[src/hdl/arp_responder_with_cache_top_macros.svh]
// ---------------------------------------------------------------------------
// arp responder assertion macros
// shorthand for clocked assertions with reset disable
// ---------------------------------------------------------------------------
`ifndef ARP_RESPONDER_WITH_CACHE_TOP_MACROS_SVH
`define ARP_RESPONDER_WITH_CACHE_TOP_MACROS_SVH

// same-cycle implication, checked outside reset
`define ARPC_ASSERT_NOW(label, ante, cons, msg) \
    label: assert property (@(posedge clk) disable iff (!rst_n) (ante) |-> (cons)) \
        else $error(msg);

// next-cycle implication, checked outside reset
`define ARPC_ASSERT_NEXT(label, ante, cons, msg) \
    label: assert property (@(posedge clk) disable iff (!rst_n) (ante) |=> (cons)) \
        else $error(msg);

`endif

[src/hdl/arpc_pkg.sv]
// ---------------------------------------------------------------------------
// arpc_pkg
// shared types and constants of the arp responder with address cache
// ---------------------------------------------------------------------------
`default_nettype none

package arpc_pkg;

    // cache geometry
    localparam int ENTRIES = 16;
    localparam int IDX_W   = (ENTRIES > 1) ? $clog2(ENTRIES) : 1;
    localparam int CNT_W   = $clog2(ENTRIES + 1);

    // port widths
    localparam int IN_DATA_W  = 192;
    localparam int OUT_DATA_W = 136;
    localparam int OUT_USER_W = 3;
    localparam int CFG_ADDR_W = 1;
    localparam int CFG_DATA_W = 48;

    // register indexes
    localparam logic [CFG_ADDR_W-1:0] CFG_LOCAL_IP = 1'b0;

    // arp header codes
    localparam logic [15:0] HW_ETHERNET = 16'h0001;
    localparam logic [15:0] PROTO_IPV4  = 16'h0800;
    localparam logic [15:0] OP_REQUEST  = 16'h0001;
    localparam logic [15:0] OP_REPLY    = 16'h0002;

    typedef enum logic [2:0] {
        ST_REPLIED   = 3'd0,
        ST_ABSORBED  = 3'd1,
        ST_BAD_HW    = 3'd2,
        ST_BAD_PROTO = 3'd3,
        ST_NOT_OURS  = 3'd4,
        ST_BAD_OP    = 3'd5,
        ST_FULL      = 3'd6,
        ST_QUERY     = 3'd7
    } status_t;

    // input payload, lowest field in the lowest bits
    typedef struct packed {
        logic [31:0] query_ip;
        logic [31:0] target_ip;
        logic [31:0] sender_ip;
        logic [47:0] sender_mac;
        logic [15:0] op_code;
        logic [15:0] proto_type;
        logic [15:0] hw_type;
    } item_t;

    typedef struct packed {
        logic  kind;
        item_t pkt;
    } req_t;

    // output payload, lowest field in the lowest bits
    typedef struct packed {
        logic [5:0]  pad;
        logic [47:0] found_mac;
        logic        found;
        logic [31:0] reply_dest_ip;
        logic [47:0] reply_dest_mac;
        logic        send_reply;
    } out_data_t;

    typedef struct packed {
        status_t   status;
        out_data_t data;
    } result_t;

    typedef struct packed {
        logic [31:0] ip;
        logic [47:0] mac;
    } entry_t;

    typedef struct packed {
        logic             rd_en;
        logic [IDX_W-1:0] rd_addr;
        logic             wr_en;
        logic [IDX_W-1:0] wr_addr;
        entry_t           wr_data;
    } mem_req_t;

    typedef struct packed {
        logic             busy;
        logic [CNT_W-1:0] fill;
    } ctrl_stat_t;

endpackage

`default_nettype wire

[src/hdl/arpc_table.sv]
// ---------------------------------------------------------------------------
// arpc_table
// address cache storage, one write port and one registered read port
// ---------------------------------------------------------------------------
`default_nettype none

module arpc_table (
    input  wire logic              clk,
    input  wire arpc_pkg::mem_req_t mem_req,
    output arpc_pkg::entry_t       rd_data
);
    import arpc_pkg::*;

    entry_t mem [ENTRIES];
    entry_t rd_data_reg;

    // entries are only read below the fill count, so no reset is needed
    always_ff @(posedge clk)
    begin
        if (mem_req.wr_en)
        begin
            mem[mem_req.wr_addr] <= mem_req.wr_data;
        end
        if (mem_req.rd_en)
        begin
            rd_data_reg <= mem[mem_req.rd_addr];
        end
    end

    assign rd_data = rd_data_reg;

endmodule

`default_nettype wire

[src/hdl/arpc_ctrl.sv]
// ---------------------------------------------------------------------------
// arpc_ctrl
// scan sequencer: walks the cache, decides the outcome, writes back
// ---------------------------------------------------------------------------
`default_nettype none

module arpc_ctrl (
    input  wire logic               clk,
    input  wire logic               rst_n,
    input  wire logic               req_valid,
    output logic                    req_ready,
    input  wire arpc_pkg::req_t     req,
    input  wire logic [31:0]        local_ip,
    output logic                    res_valid,
    input  wire logic               res_ready,
    output arpc_pkg::result_t       res,
    output arpc_pkg::ctrl_stat_t    stat,
    output arpc_pkg::mem_req_t      mem_req,
    input  wire arpc_pkg::entry_t   rd_data
);
    import arpc_pkg::*;

    typedef enum logic [3:0] {
        S_IDLE   = 4'b0001,
        S_SCAN   = 4'b0010,
        S_EVAL   = 4'b0100,
        S_RESULT = 4'b1000
    } state_t;

    state_t           state_reg, state_next;
    logic [CNT_W-1:0] fill_reg, fill_next;
    logic [CNT_W-1:0] issue_reg, issue_next;
    logic             cmp_valid_reg, cmp_valid_next;
    logic             hit_reg, hit_next;
    logic [IDX_W-1:0] cmp_idx_reg, cmp_idx_next;
    logic [IDX_W-1:0] hit_idx_reg, hit_idx_next;
    logic [47:0]      hit_mac_reg, hit_mac_next;
    req_t             req_reg, req_next;
    result_t          res_reg, res_next;

    logic [31:0] key;
    logic        scan_more;
    logic        last_cmp;
    logic        ip_match;

    assign key       = req_reg.kind ? req_reg.pkt.query_ip : req_reg.pkt.sender_ip;
    assign scan_more = issue_reg < fill_reg;
    assign last_cmp  = (CNT_W'(cmp_idx_reg) + CNT_W'(1)) == fill_reg;
    assign ip_match  = rd_data.ip == key;

    always_comb
    begin
        state_next     = state_reg;
        fill_next      = fill_reg;
        issue_next     = issue_reg;
        cmp_valid_next = cmp_valid_reg;
        hit_next       = hit_reg;
        cmp_idx_next   = cmp_idx_reg;
        hit_idx_next   = hit_idx_reg;
        hit_mac_next   = hit_mac_reg;
        req_next       = req_reg;
        res_next       = res_reg;
        mem_req        = '0;

        unique case (state_reg)
            S_IDLE:
            begin
                if (req_valid)
                begin
                    req_next       = req;
                    issue_next     = '0;
                    cmp_valid_next = 1'b0;
                    hit_next       = 1'b0;
                    state_next     = (fill_reg == '0) ? S_EVAL : S_SCAN;
                end
            end
            S_SCAN:
            begin
                // one read issued per cycle, each compared in the following cycle
                mem_req.rd_en   = scan_more;
                mem_req.rd_addr = issue_reg[IDX_W-1:0];
                cmp_valid_next  = scan_more;
                cmp_idx_next    = issue_reg[IDX_W-1:0];
                if (scan_more)
                begin
                    issue_next = issue_reg + CNT_W'(1);
                end
                if (cmp_valid_reg)
                begin
                    if (ip_match)
                    begin
                        hit_next     = 1'b1;
                        hit_idx_next = cmp_idx_reg;
                        hit_mac_next = rd_data.mac;
                        state_next   = S_EVAL;
                    end
                    else if (last_cmp)
                    begin
                        state_next = S_EVAL;
                    end
                end
            end
            S_EVAL:
            begin
                res_next   = '0;
                state_next = S_RESULT;
                if (req_reg.kind)
                begin
                    res_next.status         = ST_QUERY;
                    res_next.data.found     = hit_reg;
                    res_next.data.found_mac = hit_reg ? hit_mac_reg : '0;
                end
                else if (req_reg.pkt.hw_type != HW_ETHERNET)
                begin
                    res_next.status = ST_BAD_HW;
                end
                else if (req_reg.pkt.proto_type != PROTO_IPV4)
                begin
                    res_next.status = ST_BAD_PROTO;
                end
                else
                begin
                    mem_req.wr_data.ip  = req_reg.pkt.sender_ip;
                    mem_req.wr_data.mac = req_reg.pkt.sender_mac;
                    // refresh the known sender even on a foreign packet
                    if (hit_reg)
                    begin
                        mem_req.wr_en   = 1'b1;
                        mem_req.wr_addr = hit_idx_reg;
                    end
                    if (req_reg.pkt.target_ip != local_ip)
                    begin
                        res_next.status = ST_NOT_OURS;
                    end
                    else if (!hit_reg && (fill_reg == CNT_W'(ENTRIES)))
                    begin
                        res_next.status = ST_FULL;
                    end
                    else
                    begin
                        if (!hit_reg)
                        begin
                            mem_req.wr_en   = 1'b1;
                            mem_req.wr_addr = fill_reg[IDX_W-1:0];
                            fill_next       = fill_reg + CNT_W'(1);
                        end
                        case (req_reg.pkt.op_code)
                            OP_REQUEST:
                            begin
                                res_next.status              = ST_REPLIED;
                                res_next.data.send_reply     = 1'b1;
                                res_next.data.reply_dest_mac = req_reg.pkt.sender_mac;
                                res_next.data.reply_dest_ip  = req_reg.pkt.sender_ip;
                            end
                            OP_REPLY:
                            begin
                                res_next.status = ST_ABSORBED;
                            end
                            default:
                            begin
                                res_next.status = ST_BAD_OP;
                            end
                        endcase
                    end
                end
            end
            S_RESULT:
            begin
                if (res_ready)
                begin
                    state_next = S_IDLE;
                end
            end
            default:
            begin
                state_next = S_IDLE;
            end
        endcase
    end

    always_ff @(posedge clk or negedge rst_n)
    begin
        if (!rst_n)
        begin
            state_reg     <= S_IDLE;
            fill_reg      <= '0;
            issue_reg     <= '0;
            cmp_valid_reg <= 1'b0;
            hit_reg       <= 1'b0;
        end
        else
        begin
            state_reg     <= state_next;
            fill_reg      <= fill_next;
            issue_reg     <= issue_next;
            cmp_valid_reg <= cmp_valid_next;
            hit_reg       <= hit_next;
        end
    end

    always_ff @(posedge clk)
    begin
        cmp_idx_reg <= cmp_idx_next;
        hit_idx_reg <= hit_idx_next;
        hit_mac_reg <= hit_mac_next;
        req_reg     <= req_next;
        res_reg     <= res_next;
    end

    assign req_ready = state_reg == S_IDLE;
    assign res_valid = state_reg == S_RESULT;
    assign res       = res_reg;
    assign stat.busy = state_reg != S_IDLE;
    assign stat.fill = fill_reg;

endmodule

`default_nettype wire

[src/hdl/arp_responder_with_cache_top.sv]
// ---------------------------------------------------------------------------
// arp_responder_with_cache_top
// arp responder for ipv4 over ethernet with an ip-to-mac address cache
// ---------------------------------------------------------------------------
// usage
//   slave stream: one transaction is a decoded arp packet (s_tuser = 0) or an
//   address lookup query (s_tuser = 1); each yields one result transaction
//   config port: cfg_we with cfg_addr 0 writes local_ip; index 1 (station
//   mac) is accepted and dropped, the frame builder downstream inserts it
//   scan: with an empty cache the scan is skipped, a miss reads every entry in
//   use and a hit ends the scan at the matching entry; the
//   cache is scanned one entry per cycle through the table's single read port
//   sequencing: the next transaction can be taken in the cycle after the result
//   leaves the scan engine, which takes no new one while a transaction is in flight
//   reset: cache empty, local_ip zero, both streams idle; no clearing pass
//   stall: a finished result waits in the output register while the next
//   transaction is taken and scanned; the scan engine holds its result
//   until the output register frees up
// ---------------------------------------------------------------------------
`default_nettype none

`include "arp_responder_with_cache_top_macros.svh"

module arp_responder_with_cache_top (
    input  wire logic                                 clk,
    input  wire logic                                 rst_n,
    // from bit 0: hw_type, proto_type, op_code, sender_mac, sender_ip,
    // target_ip, query_ip
    input  wire logic                                 s_tvalid,
    output logic                                      s_tready,
    input  wire logic [arpc_pkg::IN_DATA_W-1:0]       s_tdata,
    input  wire logic                                 s_tuser,   // kind
    // from bit 0: send_reply, reply_dest_mac, reply_dest_ip, found,
    // found_mac, zero pad
    output logic                                      m_tvalid,
    input  wire logic                                 m_tready,
    output logic [arpc_pkg::OUT_DATA_W-1:0]           m_tdata,
    output logic [arpc_pkg::OUT_USER_W-1:0]           m_tuser,   // status
    input  wire logic                                 cfg_we,
    input  wire logic [arpc_pkg::CFG_ADDR_W-1:0]      cfg_addr,
    input  wire logic [arpc_pkg::CFG_DATA_W-1:0]      cfg_wdata
);
    import arpc_pkg::*;

    logic [31:0] local_ip_reg, local_ip_next;
    logic        out_valid_reg, out_valid_next;
    result_t     out_reg, out_next;

    req_t       req;
    logic       res_valid;
    logic       res_ready;
    result_t    res;
    ctrl_stat_t stat;
    mem_req_t   mem_req;
    entry_t     rd_data;

    assign req = {s_tuser, s_tdata};

    // configuration register
    always_comb
    begin
        local_ip_next = local_ip_reg;
        if (cfg_we)
        begin
            unique case (cfg_addr)
                CFG_LOCAL_IP: local_ip_next = cfg_wdata[31:0];
                default:      local_ip_next = local_ip_reg;
            endcase
        end
    end

    arpc_ctrl u_ctrl (
        .clk       (clk),
        .rst_n     (rst_n),
        .req_valid (s_tvalid),
        .req_ready (s_tready),
        .req       (req),
        .local_ip  (local_ip_reg),
        .res_valid (res_valid),
        .res_ready (res_ready),
        .res       (res),
        .stat      (stat),
        .mem_req   (mem_req),
        .rd_data   (rd_data)
    );

    arpc_table u_table (
        .clk     (clk),
        .mem_req (mem_req),
        .rd_data (rd_data)
    );

    // output register decouples the scan engine from the receiver
    assign res_ready = !out_valid_reg || m_tready;

    always_comb
    begin
        out_valid_next = out_valid_reg;
        out_next       = out_reg;
        if (res_ready)
        begin
            out_valid_next = res_valid;
            if (res_valid)
            begin
                out_next = res;
            end
        end
    end

    always_ff @(posedge clk or negedge rst_n)
    begin
        if (!rst_n)
        begin
            local_ip_reg  <= '0;
            out_valid_reg <= 1'b0;
        end
        else
        begin
            local_ip_reg  <= local_ip_next;
            out_valid_reg <= out_valid_next;
        end
    end

    always_ff @(posedge clk)
    begin
        out_reg <= out_next;
    end

    assign m_tvalid = out_valid_reg;
    assign m_tdata  = out_reg.data;
    assign m_tuser  = out_reg.status;

    // checks
    `ARPC_ASSERT_NOW(a_fill_bound, 1'b1, stat.fill <= CNT_W'(ENTRIES), "cache fill overflow")
    `ARPC_ASSERT_NEXT(a_accept_busy, s_tvalid && s_tready, stat.busy, "accepted item lost")
    `ARPC_ASSERT_NEXT(a_result_load, res_valid && res_ready, m_tvalid, "result not registered")
    `ARPC_ASSERT_NOW(a_reply_status, m_tvalid && m_tdata[0], m_tuser == ST_REPLIED, "stray reply")

endmodule

`default_nettype wire

[config.mk]
export PLATFORM = sky130hd
export DESIGN_NAME = arp_responder_with_cache_top
export DESIGN_NICKNAME = d
export VERILOG_FILES = /design/src/hdl/arpc_pkg.sv /design/src/hdl/arpc_table.sv /design/src/hdl/arpc_ctrl.sv /design/src/hdl/arp_responder_with_cache_top.sv
export VERILOG_INCLUDE_DIRS = /design/src /design/src/hdl
export SDC_FILE = /design/constraint.sdc
export NUM_CORES = 2
export LEC_CHECK = 0
export ABC_AREA = 0
export BUFFER_PORTS_ARGS = -buffer_cell sky130_fd_sc_hd__buf_2
export CAP_MARGIN = 25
export CORE_ASPECT_RATIO = 0.75
export CORE_UTILIZATION = 35
export CTS_BUF_LIST = sky130_fd_sc_hd__clkbuf_8
export DETAILED_ROUTE_END_ITERATION = 7
export GPL_TIMING_DRIVEN = 0
export PLACE_DENSITY = 0.55
export SLEW_MARGIN = 20
export SYNTH_ARGS = -nofsm -noshare
export SYNTH_HDL_FRONTEND = slang
export SYNTH_SLANG_ARGS = --single-unit
[constraint.sdc]
create_clock -name clk -period 12.7 [get_ports clk]
set_clock_uncertainty 0.15 [all_clocks]
set_input_delay 1.905 -clock clk [delete_from_list [all_inputs] [get_ports clk]]
set_output_delay 1.905 -clock clk [all_outputs]
set_load 0.01 [all_outputs]
# After elaboration in Yosys (flattened, before gate mapping)
# Memory sizes are Yosys's and may differ from the RTL's. A register that Yosys moved wholly into a read port is not among the register bits.
# Index checks and enable logic that the tools add are counted.
[classes] order_cmp=1 n_bitwise=8 n_reduce_logical=19 add_sub_neg=3 eq_ne=18 n_mux=33
[ops] operator="85-bit 2-to-1 mux" count=4
[ops] operator="5-bit 2-to-1 mux" count=7
[ops] operator="32-bit equality test" count=1
[ops] operator="32-bit 2-to-1 mux" count=1
[ops] operator="32-bit != test" count=1
[ops] operator="4-bit 2-to-1 mux" count=5
[ops] operator="16-bit by 1-bit equality test with 1-bit output, second input constant" count=1
[ops] operator="16-bit by 2-bit equality test with 1-bit output, second input constant" count=1
[ops] operator="16-bit by 1-bit != test with 1-bit output, second input constant" count=1
[ops] operator="16-bit by 12-bit != test with 1-bit output, second input constant" count=1
[ops] operator="4-bit case mux with 4 select lines" count=1
[ops] operator="3-bit 2-to-1 mux" count=5
[ops] operator="5-bit by 1-bit adder with 5-bit output, second input constant" count=2
[ops] operator="5-bit case mux with 2 select lines" count=1
[ops] operator="2-bit AND reduction" count=5
[ops] operator="2-bit by 1-bit != test with 1-bit output, second input constant" count=4
[ops] operator="1-bit NOT" count=8
[ops] operator="4-bit AND reduction" count=2
[ops] operator="7-bit AND reduction" count=1
[ops] operator="1-bit 2-to-1 mux" count=6
[ops] operator="3-bit case mux with 2 select lines" count=1
[ops] operator="3-bit AND reduction" count=2
[ops] operator="6-bit OR reduction" count=1
[ops] operator="4-bit by 1-bit adder with 5-bit output, second input constant" count=1
[ops] operator="other kinds (17)" count=19
[totals] n_memories=1 out_inout_bits=141 in_bits=247 elab_cells=114 regBits=564 ramBits=1280
[mem_list] memory="u_table.mem" words=16 word_bits=80 read_ports=1 rd_clocked_by_memory_dff=1 wr=1 line_no="arpc_table.sv:14" text="entry_t mem [ENTRIES];"

# Depth between registers and ports, before layout
[depth] word_depth=10 ltp_mapped=10 mapped_depth_nobuf=8

# By module
# A second synthesis with hierarchy kept.
[hier_totals] cells_unflattened=3186 area_unflattened_um2=71119.5
[by_module_without_submodules] module="arpc_table" cells_each=2054 seq_area_each_um2=40839.2 n_inst=1 area_each_um2=50223.2
[by_module_without_submodules] module="arpc_ctrl" cells_each=920 seq_area_each_um2=11872.6 n_inst=1 area_each_um2=15319.7
[by_module_without_submodules] module="arp_responder_with_cache_top" cells_each=212 seq_area_each_um2=4999.8 n_inst=1 area_each_um2=5576.6

# Worst setup path before layout
# OpenSTA, ideal clock, no wires.
[synth_timing] path_type="input to register" startpoint="input port m_tready" endpoint="register out_reg, in the netlist m_tdata[0], enable pin" setup_time_ns=0.642 t_required_ns=11.908 n_path_buf=0 arrival_ns=7.897 path_slack_ns=4.011 stages=2 cell_sequence="nand2b_1 -> nor2b_1"
[synth_between] elab_chain_cells=2
[synth_lines] element="start: declaration" line_no="arp_responder_with_cache_top.sv:36" text="input wire logic m_tready,"
[synth_lines] element="1-bit logical OR" line_no="arp_responder_with_cache_top.sv:94" text="assign res_ready = !out_valid_reg || m_tready;"
[synth_lines] element="2-bit AND reduction (no source line)"
[synth_lines] element="end signal: assignment" line_no="arp_responder_with_cache_top.sv:126" text="out_reg <= out_next;"
[synth_lines] element="end: declaration" line_no="arp_responder_with_cache_top.sv:47" text="result_t out_reg, out_next;"
# No other way between the ends.
# A chain may end at the register's enable or synchronous reset.

# Worst setup path in the final report
[layout_timing] startpoint="register u_ctrl.req_reg[192] in the netlist's numbering" endpoint="register u_ctrl.hit_mac_reg[30], enable pin"
[layout_between] elab_chain_cells=3
[layout_lines] element="start: declaration" line_no="arpc_ctrl.sv:38" text="req_t req_reg, req_next;"
[layout_lines] element="start signal: assignment" line_no="arpc_ctrl.sv:206" text="req_reg <= req_next;"
[layout_lines] element="32-bit 2-to-1 mux" line_no="arpc_ctrl.sv:46" text="assign key = req_reg.kind ? req_reg.pkt.query_ip : req_reg.pkt.sender_ip;"
[layout_lines] element="32-bit equality test" line_no="arpc_ctrl.sv:49" text="assign ip_match = rd_data.ip == key;"
[layout_lines] element="3-bit AND reduction (no source line)"
[layout_lines] element="end signal: assignment" line_no="arpc_ctrl.sv:205" text="hit_mac_reg <= hit_mac_next;"
[layout_lines] element="end: declaration" line_no="arpc_ctrl.sv:37" text="logic [47:0] hit_mac_reg, hit_mac_next;"
# No other way between the ends.

==> run metrics <==
final worst path period need=5130 ps; P_leak=33.0 nW; worst setup path endpoint=u_ctrl.hit_mac_reg[30]; CTS Sinks=1924; # Post-CTS Setup Buffers=0; Routability Congestion=0.787; worst setup margin=7570 ps; Post-synth ARST share=0.0255; post_cts resized=0; largest family of logic cells by synthesized area=multiplexers; global route hottest layer=met2; met2 global-route usage=0.270; number of nets with antenna violations after routing=0; Worst-path clk slew=60 ps; Die ar.=210000 µm²; Seq/Total Area, Yosys=0.789; Core ar.=206000 µm²; WP data required=13260 ps; synth warn=0; total track usage=0.185; setup TNS=0 ps; max FFs per register=1280; CP Max Fanout=10; crit end category=flip-flop; setup slack after placement=7530 ps; fmax=195 MHz; Cell Chain, Critical Path=buf_6 -> buf_6 -> buf_6 -> mux2i_1 -> xnor2_1 -> nor4_1 -> nand4_1 -> nor3_2 -> buf_4 -> buf_4 -> buf_4 -> buf_4 -> buf_4; drt wl/cell=25.4 µm; list of most frequent post-synthesis cells=1875 x edfxtp_1, 340 x nand2_1, 290 x and3_1; Final Core Density=0.417; Area contributors post-synth=edfxtp_1 77%, mux4_2 4.9%, and3_1 2.5%, nand2_1 1.8%, mux2_2 1.7%; CTS H-tree depth=5; I/O pin cnt=388; crit path kind=flip-flop to flip-flop; Die Ht=397 µm; Post-Synth Simple-Gate Area=0.0630; Slew Viols, Final=0; I/O Buffers=365; compound-cell area share of the yosys netlist=0.0385; Initial Utilization=0.354; TritonCTS buffer count=329; Post-synth EDFFs=1875; routed vias=40192; Final nets=5036; Critical Path AT=5690 ps; met3 Track Usage GR=0.0431; layout cells sized above 1=0.242; Syn Std Cell Area=72900 µm²; CP max-delay cell=nor4_1; most numerous cell on the critical path=buf_4; Max VDD drop=0.116 mV; status=complete, no violations; mux contribution to synthesized area=0.0830; DR iter-0 viols=4163; synthesized instance count=3989; delay-heaviest family, CP=simple AND/OR/NAND/NOR gates; Yosys cell types=54; mean post-synth cell area=18.3 µm²; R2R Path Start=u_ctrl.req_reg[192]; Slew @ Worst Pin=1100 ps; r2r setup slk=7570 ps; vias in the first global route=39479; DR DRC count=0; area share of the largest cell type after synthesis=0.772; post-synthesis adder-cell area fraction=0.00137; row count=144; worst setup path startpoint=u_ctrl.req_reg[192]; global-route wire length before repair=280000 µm; cell count along the critical path=13; met1 Resource Use GR=0.269; CTS tree=yes; clock buffer depth=4; grt ovf=0; Slew HR=0.258; most frequent cell after synthesis=edfxtp_1; crit path launch type=flip-flop; initial antenna violation count=13; drt pass-1 iters=5; XOR/XNOR Fraction of Synth Area=0.00889; Crit Reg-Reg Endpoint=u_ctrl.hit_mac_reg[30]; final hold viol count=0; endpoints failing setup=0; RSZ-0062 raised after global routing=no; Largest stage delay, worst path=740 ps; Hold Buf Count CTS=0; post-route clock period utilization=0.404; Synth-to-Final Area Change=17.9%; Top FF cell, synth=edfxtp_1; clk_lat worst skew=1030 ps; CTS root buffer=clkbuf_8; WP buf/inv=8; Die Width=529 µm; largest net degree at the start of global routing=77; Worst Reg2Reg Path Length in Cells=13; largest area contributor in the synthesized netlist=edfxtp_1; power density cells=150 nW/µm²; DP HPWL=135000 µm; worst hold path class=flip-flop to flip-flop; drt total wl=198000 µm; Synth Register Bits=1924; max_cap viols=0; vias per inst=5.15
[worst min path at each step]
stage | end | cells past startpoint | from
final | m_tdata[62] | 0 | u_ctrl.res[62]
after global routing | m_tdata[63] | 0 | u_ctrl.res[63]
after CTS | m_tdata[69] | 0 | u_ctrl.res[69]
after detailed placement | m_tdata[108] | 0 | u_ctrl.res[108]
after global placement | m_tdata[1] | 0 | u_ctrl.res[1]
after floorplan | m_tdata[0] | 0 | u_ctrl.res[0]
[through the flow]
| step | hold WS [ps] | instance area (µm²) | instances | power [W] |
|---|---|---|---|---|
| after global placement | 251 | 78200 | 7133 | 0.00812 |
| after floorplan | 250 | 72900 | 3994 | 0.00774 |
| after CTS | 240 | 85900 | 7790 | 0.0131 |
| after detailed placement | 255 | 80200 | 7223 | 0.00807 |
| after global routing | 245 | 85900 | 7796 | 0.0134 |
| final | 248 | 85900 | 7802 | 0.0129 |
[layout by cell type (no fill, tap or decap), types with 5 or more instances in the layout]
cell / netlist / layout
edfxtp_1: 1875 / 1875
buf_2: 63 / 427
nand2_1: 340 / 340
clkbuf_8: 0 / 339
and3_1: 290 / 290
mux4_2: 160 / 160
a211oi_1: 160 / 160
a31oi_1: 160 / 160
clkbuf_1: 156 / 151
mux2i_1: 117 / 117
mux2_2: 113 / 113
inv_1: 13 / 112
clkinv_1: 0 / 94
nand3_1: 89 / 89
o21ai_0: 83 / 83
and2_1: 83 / 83
xnor2_1: 72 / 72
buf_12: 0 / 59
dfrtp_1: 48 / 48
clkinv_2: 0 / 21
buf_1: 20 / 20
nor4_1: 20 / 20
buf_16: 0 / 19
nor2_4: 1 / 17
nand4_1: 14 / 14
buf_4: 6 / 14
diode_2: 0 / 11
clkbuf_2: 7 / 11
nor2_1: 25 / 9
buf_6: 5 / 9
ha_1: 8 / 8
nor3_1: 7 / 6
nand2b_1: 6 / 6
conb_1: 1 / 6
clkinvlp_4: 0 / 6
bufinv_16: 0 / 5
[logic make-up after synthesis]
family          after synthesis
fa+ha+maj                     8
other cells                   1
xor+xnor                     74
mux                         390
simple gates                893
compound gates              428
buf+inv                     271
flops                      1924
[routing by layer]
metal  wire length [µm]  up-vias  part of all wire
met2              86700     1674              0.44
li1                   -    17442                 -
met1              88700    20743              0.45
met5                 41        -           0.00021
met3              17100      327             0.086
met4               5840        6             0.029
[power by group]
part	leakage (nW)	switching [W]	internal (W)
Sequential	21.5	0.000132	0.00720
Clock	3.28	0.00243	0.00256
Combinational	8.22	0.000396	0.000190
Total	33.0	0.00296	0.00995
[cell type report]
| cell class | count | area [µm²] |
|---|---|---|
| diodes | 11 | 27.5 |
| plain buffers | 257 | 1120 |
| clock buffers | 339 | 4670 |
| clock inverters | 228 | 1040 |
| fillers | 18485 | 120000 |
| inverters | 14 | 65.1 |
| multi-input cells | 1799 | 14400 |
| flip-flops and latches | 1924 | 57500 |
| well taps | 2774 | 3470 |
| repair buffers | 456 | 3660 |
Power figures use the tool's default switching activity.
